**src/rtl/cdht_pkg.sv**
```systemverilog
// Package for the countdown hold timer: phase and event codes, field widths
// and the reciprocal constants used by the time split pipeline.
// No dependencies.
`default_nettype none

package cdht_pkg;

  localparam int TIME_BITS = 48;
  localparam int REM_BITS  = TIME_BITS + 1;

  // Phase codes.
  localparam logic [2:0] PH_IDLE   = 3'd0;
  localparam logic [2:0] PH_COUNT  = 3'd1;
  localparam logic [2:0] PH_HOLD   = 3'd2;
  localparam logic [2:0] PH_LAUNCH = 3'd3;
  localparam logic [2:0] PH_ABORT  = 3'd4;

  // Event codes.
  localparam logic [2:0] K_ARM    = 3'd0;
  localparam logic [2:0] K_HOLD   = 3'd1;
  localparam logic [2:0] K_RESUME = 3'd2;
  localparam logic [2:0] K_ABORT  = 3'd3;
  localparam logic [2:0] K_TICK   = 3'd4;

  // Hours: (mag >> 7) / 28125, since 3600000 = 2^7 * 28125.
  localparam logic [14:0] HR_DIV   = 15'd28125;
  localparam logic [15:0] HR_DIV2  = 16'd56250;
  localparam logic [25:0] HR_RECIP = 26'd39093746;   // floor(2^40 / 28125)
  // Minutes: (rem >> 5) / 1875, exact with a 28-bit reciprocal.
  localparam logic [17:0] MIN_RECIP = 18'd143166;    // ceil(2^28 / 1875)
  localparam logic [15:0] MS_PER_MIN = 16'd60000;
  // Seconds: (rem2 >> 3) / 125, exact with a 20-bit reciprocal.
  localparam logic [13:0] SEC_RECIP = 14'd8389;      // ceil(2^20 / 125)

  typedef struct packed {
    logic                      accepted;
    logic [2:0]                phase;
    logic signed [REM_BITS-1:0] remaining_ms;
    logic                      before_launch;
    logic [16:0]               hours;
    logic [5:0]                minutes;
    logic [5:0]                seconds;
    logic [TIME_BITS-1:0]      hold_sum_ms;
  } result_t;

endpackage

`default_nettype wire

```
**src/rtl/countdown_hold_timer.sv**
```systemverilog
// Countdown hold timer top level: event state update and the pipeline that
// splits the remaining time into hours, minutes and seconds.
// Depends on cdht_pkg.
`default_nettype none

// Channel  Dir  Fields
// s_*      in   tuser: kind[2:0]; tdata: time_ms[47:0], launch_target_ms[95:48]
// m_*      out  tdata: accepted[0], phase[3:1], remaining_ms[52:4],
//               before_launch[53], hours[70:54], minutes[76:71],
//               seconds[82:77], hold_sum_ms[130:83]
//
// The timer state is updated in the cycle a word is accepted, so one event
// can enter every cycle while the pipeline is not stalled. Its result passes
// through the reciprocal multiply and correction stages of the hours, minutes
// and seconds split. Each stage holds its word while the next one is full,
// so bubbles close up under a stalled output. Reset clears the phase, the
// timer registers and all stage valid flags.

module countdown_hold_timer
  import cdht_pkg::*;
(
  input  wire logic         clk,
  input  wire logic         rst,
  input  wire logic         s_tvalid,
  output logic              s_tready,
  input  wire logic [95:0]  s_tdata,   // time_ms, launch_target_ms
  input  wire logic [2:0]   s_tuser,   // kind
  output logic              m_tvalid,
  input  wire logic         m_tready,
  output logic [135:0]      m_tdata    // see table above, zero filled above bit 130
);

  localparam int NSTG = 10;

  // Timer state.
  logic [2:0]           phase_reg, phase_next;
  logic [TIME_BITS-1:0] target_time, target_next;
  logic [TIME_BITS-1:0] hold_begin, hold_begin_next;
  logic [TIME_BITS-1:0] hold_accum, hold_accum_next;

  logic [TIME_BITS-1:0] now, tgt, hold_len, ref_time, mag;
  logic [TIME_BITS:0]   tgt_sum, acc_sum;
  logic                 acc, neg, take;

  logic [NSTG-1:0] vld;
  logic [NSTG-1:0] en;
  result_t         pay [NSTG];
  result_t         pay5_next, pay7_next, pay9_next;

  // Working fields of the split pipeline.
  logic [40:0] x1, x2, x3, x4;
  logic [6:0]  lo1, lo2, lo3, lo4, lo5;
  logic [50:0] pp_hi2;
  logic [41:0] pp_lo2;
  logic [66:0] pp_sum;
  logic [16:0] qe3, qe4, qe5;
  logic [31:0] pq4;
  logic [40:0] r_full;
  logic [16:0] r5;
  logic [21:0] rem6, rem7, rem8;
  logic [14:0] r0;
  logic [16:0] hours_fix;
  logic [34:0] prod7;
  logic [5:0]  min8;
  logic [21:0] p8;
  logic [21:0] rem2_full;
  logic [26:0] prod9;

  assign now  = s_tdata[47:0];
  assign tgt  = s_tdata[95:48];
  assign take = s_tvalid && s_tready;

  // Event decode and next state.
  always_comb begin
    phase_next      = phase_reg;
    target_next     = target_time;
    hold_begin_next = hold_begin;
    hold_accum_next = hold_accum;
    acc             = 1'b0;
    hold_len        = (now >= hold_begin) ? now - hold_begin : '0;
    tgt_sum         = {1'b0, target_time} + {1'b0, hold_len};
    acc_sum         = {1'b0, hold_accum} + {1'b0, hold_len};
    unique case (s_tuser)
      K_ARM: begin
        if (tgt > now) begin
          phase_next      = PH_COUNT;
          target_next     = tgt;
          hold_begin_next = '0;
          hold_accum_next = '0;
          acc             = 1'b1;
        end
      end
      K_HOLD: begin
        if (phase_reg == PH_COUNT) begin
          phase_next      = PH_HOLD;
          hold_begin_next = now;
          acc             = 1'b1;
        end
      end
      K_RESUME: begin
        if (phase_reg == PH_HOLD) begin
          target_next     = tgt_sum[TIME_BITS] ? '1 : tgt_sum[TIME_BITS-1:0];
          hold_accum_next = acc_sum[TIME_BITS] ? '1 : acc_sum[TIME_BITS-1:0];
          phase_next      = PH_COUNT;
          acc             = 1'b1;
        end
      end
      K_ABORT: begin
        phase_next = PH_ABORT;
        acc        = 1'b1;
      end
      K_TICK: begin
        if (phase_reg == PH_COUNT && now >= target_time) begin
          phase_next = PH_LAUNCH;
        end
        acc = 1'b1;
      end
      default: begin
      end
    endcase

    // Signed distance to the target, frozen at the hold start while held.
    ref_time = (phase_next == PH_HOLD) ? hold_begin_next : now;
    mag      = '0;
    neg      = 1'b0;
    if (phase_next != PH_IDLE && phase_next != PH_ABORT) begin
      if (target_next >= ref_time) begin
        mag = target_next - ref_time;
      end else begin
        mag = ref_time - target_next;
        neg = 1'b1;
      end
    end
  end

  always_ff @(posedge clk) begin
    if (rst) begin
      phase_reg   <= PH_IDLE;
      target_time <= '0;
      hold_begin  <= '0;
      hold_accum  <= '0;
    end else if (take) begin
      phase_reg   <= phase_next;
      target_time <= target_next;
      hold_begin  <= hold_begin_next;
      hold_accum  <= hold_accum_next;
    end
  end

  // A stage loads when it is empty or its word moves on.
  always_comb begin
    en[NSTG-1] = !vld[NSTG-1] || m_tready;
    for (int i = NSTG - 2; i >= 0; i--) begin
      en[i] = !vld[i] || en[i+1];
    end
  end

  assign s_tready = en[0];

  always_ff @(posedge clk) begin
    if (rst) begin
      vld <= '0;
    end else begin
      if (en[0]) begin
        vld[0] <= s_tvalid;
      end
      for (int i = 1; i < NSTG; i++) begin
        if (en[i]) begin
          vld[i] <= vld[i-1];
        end
      end
    end
  end

  // Stage 1: result word after the state update.
  always_ff @(posedge clk) begin
    if (en[0]) begin
      pay[0].accepted      <= acc;
      pay[0].phase         <= phase_next;
      pay[0].remaining_ms  <= neg ? -$signed({1'b0, mag}) : $signed({1'b0, mag});
      pay[0].before_launch <= !neg;
      pay[0].hours         <= '0;
      pay[0].minutes       <= '0;
      pay[0].seconds       <= '0;
      pay[0].hold_sum_ms   <= hold_accum_next;
      x1                   <= mag[47:7];
      lo1                  <= mag[6:0];
    end
  end

  // Stage 2: partial products of the hours reciprocal.
  always_ff @(posedge clk) begin
    if (en[1]) begin
      pay[1] <= pay[0];
      pp_hi2 <= 51'(x1[40:16]) * 51'(HR_RECIP);
      pp_lo2 <= 42'(x1[15:0]) * 42'(HR_RECIP);
      x2     <= x1;
      lo2    <= lo1;
    end
  end

  // Stage 3: quotient estimate, at most two below the true hours.
  assign pp_sum = {pp_hi2, 16'd0} + 67'(pp_lo2);

  always_ff @(posedge clk) begin
    if (en[2]) begin
      pay[2] <= pay[1];
      qe3    <= pp_sum[56:40];
      x3     <= x2;
      lo3    <= lo2;
    end
  end

  // Stage 4: estimate times the divisor.
  always_ff @(posedge clk) begin
    if (en[3]) begin
      pay[3] <= pay[2];
      pq4    <= 32'(qe3) * 32'(HR_DIV);
      qe4    <= qe3;
      x4     <= x3;
      lo4    <= lo3;
    end
  end

  // Stage 5: remainder of the estimate, below three divisors.
  assign r_full = x4 - 41'(pq4);

  always_ff @(posedge clk) begin
    if (en[4]) begin
      pay[4] <= pay[3];
      r5     <= r_full[16:0];
      qe5    <= qe4;
      lo5    <= lo4;
    end
  end

  // Stage 6: correct the estimate and rebuild the millisecond remainder.
  always_comb begin
    if (r5 >= 17'(HR_DIV2)) begin
      hours_fix = qe5 + 17'd2;
      r0        = 15'(r5 - 17'(HR_DIV2));
    end else if (r5 >= 17'(HR_DIV)) begin
      hours_fix = qe5 + 17'd1;
      r0        = 15'(r5 - 17'(HR_DIV));
    end else begin
      hours_fix = qe5;
      r0        = r5[14:0];
    end
    pay5_next       = pay[4];
    pay5_next.hours = hours_fix;
  end

  always_ff @(posedge clk) begin
    if (en[5]) begin
      pay[5] <= pay5_next;
      rem6   <= {r0, lo5};
    end
  end

  // Stage 7: minutes reciprocal product.
  always_ff @(posedge clk) begin
    if (en[6]) begin
      pay[6] <= pay[5];
      prod7  <= 35'(rem6[21:5]) * 35'(MIN_RECIP);
      rem7   <= rem6;
    end
  end

  // Stage 8: minutes and their milliseconds.
  always_comb begin
    pay7_next         = pay[6];
    pay7_next.minutes = prod7[33:28];
  end

  always_ff @(posedge clk) begin
    if (en[7]) begin
      pay[7] <= pay7_next;
      min8   <= prod7[33:28];
      p8     <= 22'(prod7[33:28]) * 22'(MS_PER_MIN);
      rem8   <= rem7;
    end
  end

  // Stage 9: milliseconds within the minute, then the seconds product.
  assign rem2_full = rem8 - p8;

  always_ff @(posedge clk) begin
    if (en[8]) begin
      pay[8] <= pay[7];
      prod9  <= 27'(rem2_full[15:3]) * 27'(SEC_RECIP);
    end
  end

  // Stage 10: output register.
  always_comb begin
    pay9_next         = pay[8];
    pay9_next.seconds = prod9[25:20];
  end

  always_ff @(posedge clk) begin
    if (en[9]) begin
      pay[9] <= pay9_next;
    end
  end

  assign m_tvalid = vld[NSTG-1];
  assign m_tdata  = {5'd0,
                     pay[9].hold_sum_ms,
                     pay[9].seconds,
                     pay[9].minutes,
                     pay[9].hours,
                     pay[9].before_launch,
                     pay[9].remaining_ms,
                     pay[9].phase,
                     pay[9].accepted};

  // An accepted arm starts a fresh countdown with no hold time.
  assert property (@(posedge clk) disable iff (rst)
    (take && s_tuser == K_ARM && tgt > now) |=>
      (phase_reg == PH_COUNT && hold_accum == '0 && hold_begin == '0))
    else $error("arm did not start a fresh countdown");

  // Idle is only left by an arm or an abort, so the timer registers stay at reset.
  assert property (@(posedge clk) disable iff (rst)
    (phase_reg == PH_IDLE) |->
      (target_time == '0 && hold_begin == '0 && hold_accum == '0))
    else $error("timer registers changed while idle");

  // The reciprocal split must give in-range minutes and seconds.
  assert property (@(posedge clk) disable iff (rst)
    m_tvalid |-> (pay[9].minutes < 6'd60 && pay[9].seconds < 6'd60))
    else $error("minutes or seconds out of range");

  // Stage 8 keeps the minutes it multiplied.
  assert property (@(posedge clk) disable iff (rst)
    vld[7] |-> (p8 == 22'(min8) * 22'(MS_PER_MIN)))
    else $error("minute product does not match minutes");

endmodule

`default_nettype wire
```
**config.mk**
```make
export PLATFORM = sky130hd
export DESIGN_NAME = countdown_hold_timer
export DESIGN_NICKNAME = d
export VERILOG_FILES = /design/src/rtl/cdht_pkg.sv /design/src/rtl/countdown_hold_timer.sv
export SDC_FILE = /design/constraint.sdc
export NUM_CORES = 2
export LEC_CHECK = 0
export ABC_CLOCK_PERIOD_IN_PS = 17110
export BUFFER_PORTS_ARGS = -buffer_cell sky130_fd_sc_hd__buf_4
export CAP_MARGIN = 20
export CORE_UTILIZATION = 35
export CTS_CLUSTER_DIAMETER = 200
export DETAILED_ROUTE_END_ITERATION = 10
export MAX_ROUTING_LAYER = met4
export PLACE_DENSITY = 0.5
export SETUP_SLACK_MARGIN = 0.15
export SLEW_MARGIN = 20
export SYNTH_ARGS = -nofsm -noshare
export SYNTH_HDL_FRONTEND = slang
export SYNTH_SLANG_ARGS = --single-unit
export TNS_END_PERCENT = 20
```
**constraint.sdc**
```tcl
create_clock -name clk -period 17.11 [get_ports clk]
set_input_delay 0.8555 -clock clk [delete_from_list [all_inputs] [get_ports clk]]
set_output_delay 0.8555 -clock clk [all_outputs]
set_load 0.02 [all_outputs]
```
Yosys cells after proc, flatten, opt, wreduce, memory -nomap -nowiden
Memories as Yosys holds them, arrays and structs flattened.
Index checks and enable logic that the tools add are counted.
{ "totals": {"wordCells": 148, "ramBits": 1310, "in_bits": 103, "register_bits": 574, "output_inout_bits": 138, "n_memories": 1} }
{ "classes": {"n_reduce_logical": 27, "n_mux": 51, "addsub": 13, "n_eq_ne": 8, "magnitude_cmp": 6, "mul": 6} }
{ "memory_table": {"columns": ["memory", "words", "word_bits", "read_ports", "rd_ports_with_merged_regs", "write_ports", "line_no", "source"], "rows": [
  ["pay", 10, 131, 10, 0, 10, "countdown_hold_timer.sv:47", "result_t pay [NSTG];"]
]} }
{ "ops": {"columns": ["operator", "count"], "rows": [
  ["$mux 48", 12],
  ["$pmux 48 s2", 3],
  ["$ge 48x48->1", 3],
  ["$sub 48x48->48", 3],
  ["$add 48x48->49", 2],
  ["$add 57x42->57", 1],
  ["$mux 49", 1],
  ["$neg 48->49", 1],
  ["$gt 48x48->1", 1],
  ["$mul 16x25->41 const B", 1],
  ["$mul 25x25->40 const B", 1],
  ["$mux 17", 2],
  ["$mul 17x17->33 const B", 1],
  ["$mux 15", 2],
  ["$sub 15x15->15 const B", 2],
  ["$mul 13x14->26 const B", 1],
  ["$mux 1", 25],
  ["$add 17x1->17 const B", 1],
  ["$add 17x2->17 const B", 1],
  ["$ge 17x15->1 const B", 1],
  ["$ge 17x16->1 const B", 1],
  ["$mul 17x15->17 const B", 1],
  ["$sub 17x17->17", 1],
  ["$sub 16x16->16", 1],
  ["14 further kinds", 42]
]} }

Logic depth before layout (Yosys ltp)
{ "depth": {"word_depth": 13, "depth_mapped": 55} }

Worst setup path before layout
OpenSTA, ideal clock, no wires.
{ "synth_path": {"kind": "input to register", "startpoint": "in m_tready", "endpoint": "reg hold_accum[35]", "stages": 12, "slack_ns": 2.931, "setup_time_ns": 0.060, "arrival_time_ns": 14.119, "path_cell_list": "nor2b_1 -> and2_1 -> and3_1 -> clkbuf_1 -> nand4_1 -> nor2_1 -> nand3_1 -> nand2_1 -> nor2_1 -> nor2_1 -> clkbuf_1 -> a22o_1"} }
{ "synth_via": {"elab_chain_len": 11} }
{ "synth_rtl": {"columns": ["element", "line_no", "source"], "rows": [
  ["from (decl)", "countdown_hold_timer.sv:29", "input wire logic m_tready,"],
  ["$logic_or 1x1->1", "countdown_hold_timer.sv:152", "en[NSTG-1] = !vld[NSTG-1] || m_tready;"],
  ["$logic_or 1x1->1 (6 in series)", "countdown_hold_timer.sv:154", "en[i] = !vld[i] || en[i+1];"],
  ["via en[3]", "countdown_hold_timer.sv:46", "logic [NSTG-1:0] en;"],
  ["$logic_or 1x1->1 (3 in series)", "countdown_hold_timer.sv:154", null],
  ["via s_tready", "countdown_hold_timer.sv:25", "output logic s_tready,"],
  ["$logic_and 1x1->1", "countdown_hold_timer.sv:71", "assign take = s_tvalid && s_tready;"],
  ["to (signal assigned)", "countdown_hold_timer.sv:146", "hold_accum <= hold_accum_next;"],
  ["to (decl)", "countdown_hold_timer.sv:39", "logic [TIME_BITS-1:0] hold_accum, hold_accum_next;"]
]} }
The timed path passes the listed nets, and every way through them passes these cells.
A chain may end at the register's enable or synchronous reset.

==> impl_metrics.py <==
metrics = {
    "floorplanning": {
        "ios": 241,
        "dieWidth_um": 531,
        "rows": 193,
        "start_util": 0.353,
        "die-area_um2": 282000,
        "die_h_um": 531,
        "core-area_um2": 277000,
    },
    "critical_path": {
        "path_max_fanout": 40,
        "critPathCaptureType": "flop",
        "crit_family": "simple AND/OR/NAND/NOR gates",
        "path_buf_inv": 2,
        "path_class": "reg2reg",
        "cpPeakStageDelay_ps": 740,
        "startpoint_type": "flop",
        "cp.arrival_ps": 15170,
        "slowest_stage": "nand2_4",
        "required_ps": 17650,
    },
    "timing": {
        "drv_slew": 0,
        "layout_min_cycle_time_ps": 14630,
        "max_slew_margin": 0.189,
        "setup_tns_ps": 0,
        "setup_violations": 0,
        "finalHoldViolations": 0,
        "max_freq_mhz": 68.3,
        "worst-slew-pin-transition_ps": 1180,
        "fin_crit_sh": 0.855,
        "rsz0062_at_grt": "false",
        "skew_ps": 91.2,
    },
    "layout": {
        "largest_register_ffs": 1120,
        "largest-register": "pay",
        "ff_latch_area_um2": 46800,
        "area_growth_syn_to_layout_pct": 12.3,
        "drive_gt1_frac": 0.0873,
        "final_nets": 10100,
        "nFillCells": 26600,
        "multi_input_comb_area_um2": 46000,
    },
    "clocking": {
        "hold_buffers": 0,
        "cts_buffers": 187,
        "post_cts_buffers": 0,
        "cts_tree": "built",
        "clock_path_buffers": 4,
        "insertion_delay_ps": 870,
        "cts_num_sinks": 1612,
        "cts.repair.resized": 0,
        "root_buffer": "clkbuf_16",
        "htreeDepth": 4,
        "path_clk_slew_ps": 60,
    },
    "synth": {
        "synth.largest_area_cell": "edfxtp_1",
        "ys_seq_elements": 1612,
        "async_flop_share": 0,
        "synth_edf_count": 1455,
        "ys_types": 133,
        "synthTopCellsByArea": "edfxtp_1, ha_1, fa_1",
        "ys.flop_type": "edfxtp_1",
        "synth_cells": 8091,
        "synth_top_area_frac": 0.446,
        "yosys-top-cells-count": "edfxtp_1, inv_1, ha_1",
        "synth_most_common_cell": "edfxtp_1",
        "syn_area_per_cell_um2": 12.1,
        "ys_seq_area_frac": 0.479,
        "syn-cell-area_um2": 97900,
        "yosysWarnings": 0,
    },
    "place": {
        "numPortBuffers": 235,
        "hpwl_um": 221000,
        "gp_congestion": 0.973,
    },
    "global_route": {
        "grt_use_total": 0.203,
        "gr-total-overflow": 0,
        "grt_pass1_wl_um": 413000,
        "antenna_found_initial": 24,
        "grt_pass1_vias": 62000,
        "grt_max_degree": 148,
    },
    "route": {
        "drc": 0,
        "drt_iter0_markers": 4419,
        "antenna_left": 0,
        "via_count": 62500,
        "wirelength_um": 281000,
        "first_pass_iters": 8,
        "viasPerCell": 5.11,
        "wl_per_cell_um": 23.0,
    },
    "min_path": {
        "hp-class": "in2reg",
    },
    "status": {
        "outcome": "completed",
    },
    "job": {
        "cap_violations": 0,
    },
}
metrics by stage:
| step | util | setup slack [ps] | hold slack (ps) | instances | instance area, um^2 |
|---|---|---|---|---|---|
| 3_5_place_dp | 0.375 | 2200 | 405 | 11900 | 104000 |
| 3_3_place_gp | 0.375 | 2590 | 400 | 11900 | 104000 |
| 5_1_grt | 0.396 | 1660 | 241 | 12200 | 110000 |
| 4_1_cts | 0.396 | 2720 | 208 | 12200 | 110000 |
| 2_1_floorplan | - | 2930 | 400 | 8095 | 97900 |
| 6_report | 0.396 | 2480 | 261 | 12200 | 110000 |
final cells by class:
| type | instances | area share |
|---|---|---|
| Sequential cell | 1612 | 0.426 |
| Inverter | 1086 | 0.0373 |
| Clock buffer | 229 | 0.0447 |
| Clock inverter | 107 | 0.00934 |
| Timing Repair Buffer | 303 | 0.0211 |
| Tap cell | 3705 | 0.0422 |
| Multi-Input combinational cell | 5193 | 0.419 |
| Antenna cell | 5 | 0.000114 |
layer usage:
layer	wire length [um]	track usage	share of wire	vias to the layer above
li1	-	-	-	29400
met1	132000	0.280	0.47	31000
met2	125000	0.309	0.45	1644
met3	14100	0.0263	0.050	410
met4	9610	0.0644	0.034	0
met5	0	-	0	-
logic make-up after synthesis:
| logic type | Yosys count | synth area share |
|---|---|---|
| compound gates | 1708 | 0.117 |
| xor+xnor | 374 | 0.0337 |
| fa+ha+maj | 1578 | 0.240 |
| buf+inv | 1290 | 0.0528 |
| flops | 1612 | 0.479 |
| mux | 81 | 0.00839 |
| other cells | 1 | 0.0000383 |
| simple gates | 1447 | 0.0701 |
layout by cell type (no fill, tap or decap), types with 218 or more instances in the layout:
cell type  count
a21oi_1      469
ha_1        1073
a21o_1       218
xnor2_1      258
nand2_1      350
inv_1       1081
nor2_1       510
o21ai_0      307
fa_1         497
buf_4        299
edfxtp_1    1455
path summary, 6_finish.rpt:
path                       from            end  slack [ps]  depth (start not counted)
hold reg to reg      pay[1][98]     pay[2][98]         340                          0
hold / removal       s_tdata[0]  hold_begin[0]         260                          3
setup / recovery  hold_begin[0]    pay[0][126]        2480                         44
setup reg to reg  hold_begin[0]    pay[0][126]        2480                         44
worst reg2reg max path, delay by kind of cell, from the launching register on:
family                     cells  cell delay [ps]
buffers and inverters          2              450
DFF                            1              360
and+or+nand+nor               18             6120
AOI/OAI and AO/OA             18             5370
xor gates and xnor gates       2              520
adders and majority gates      4             1490
Power is not shown: default switching activity piles up to over one toggle a cycle in this logic, so the estimate is an artifact.
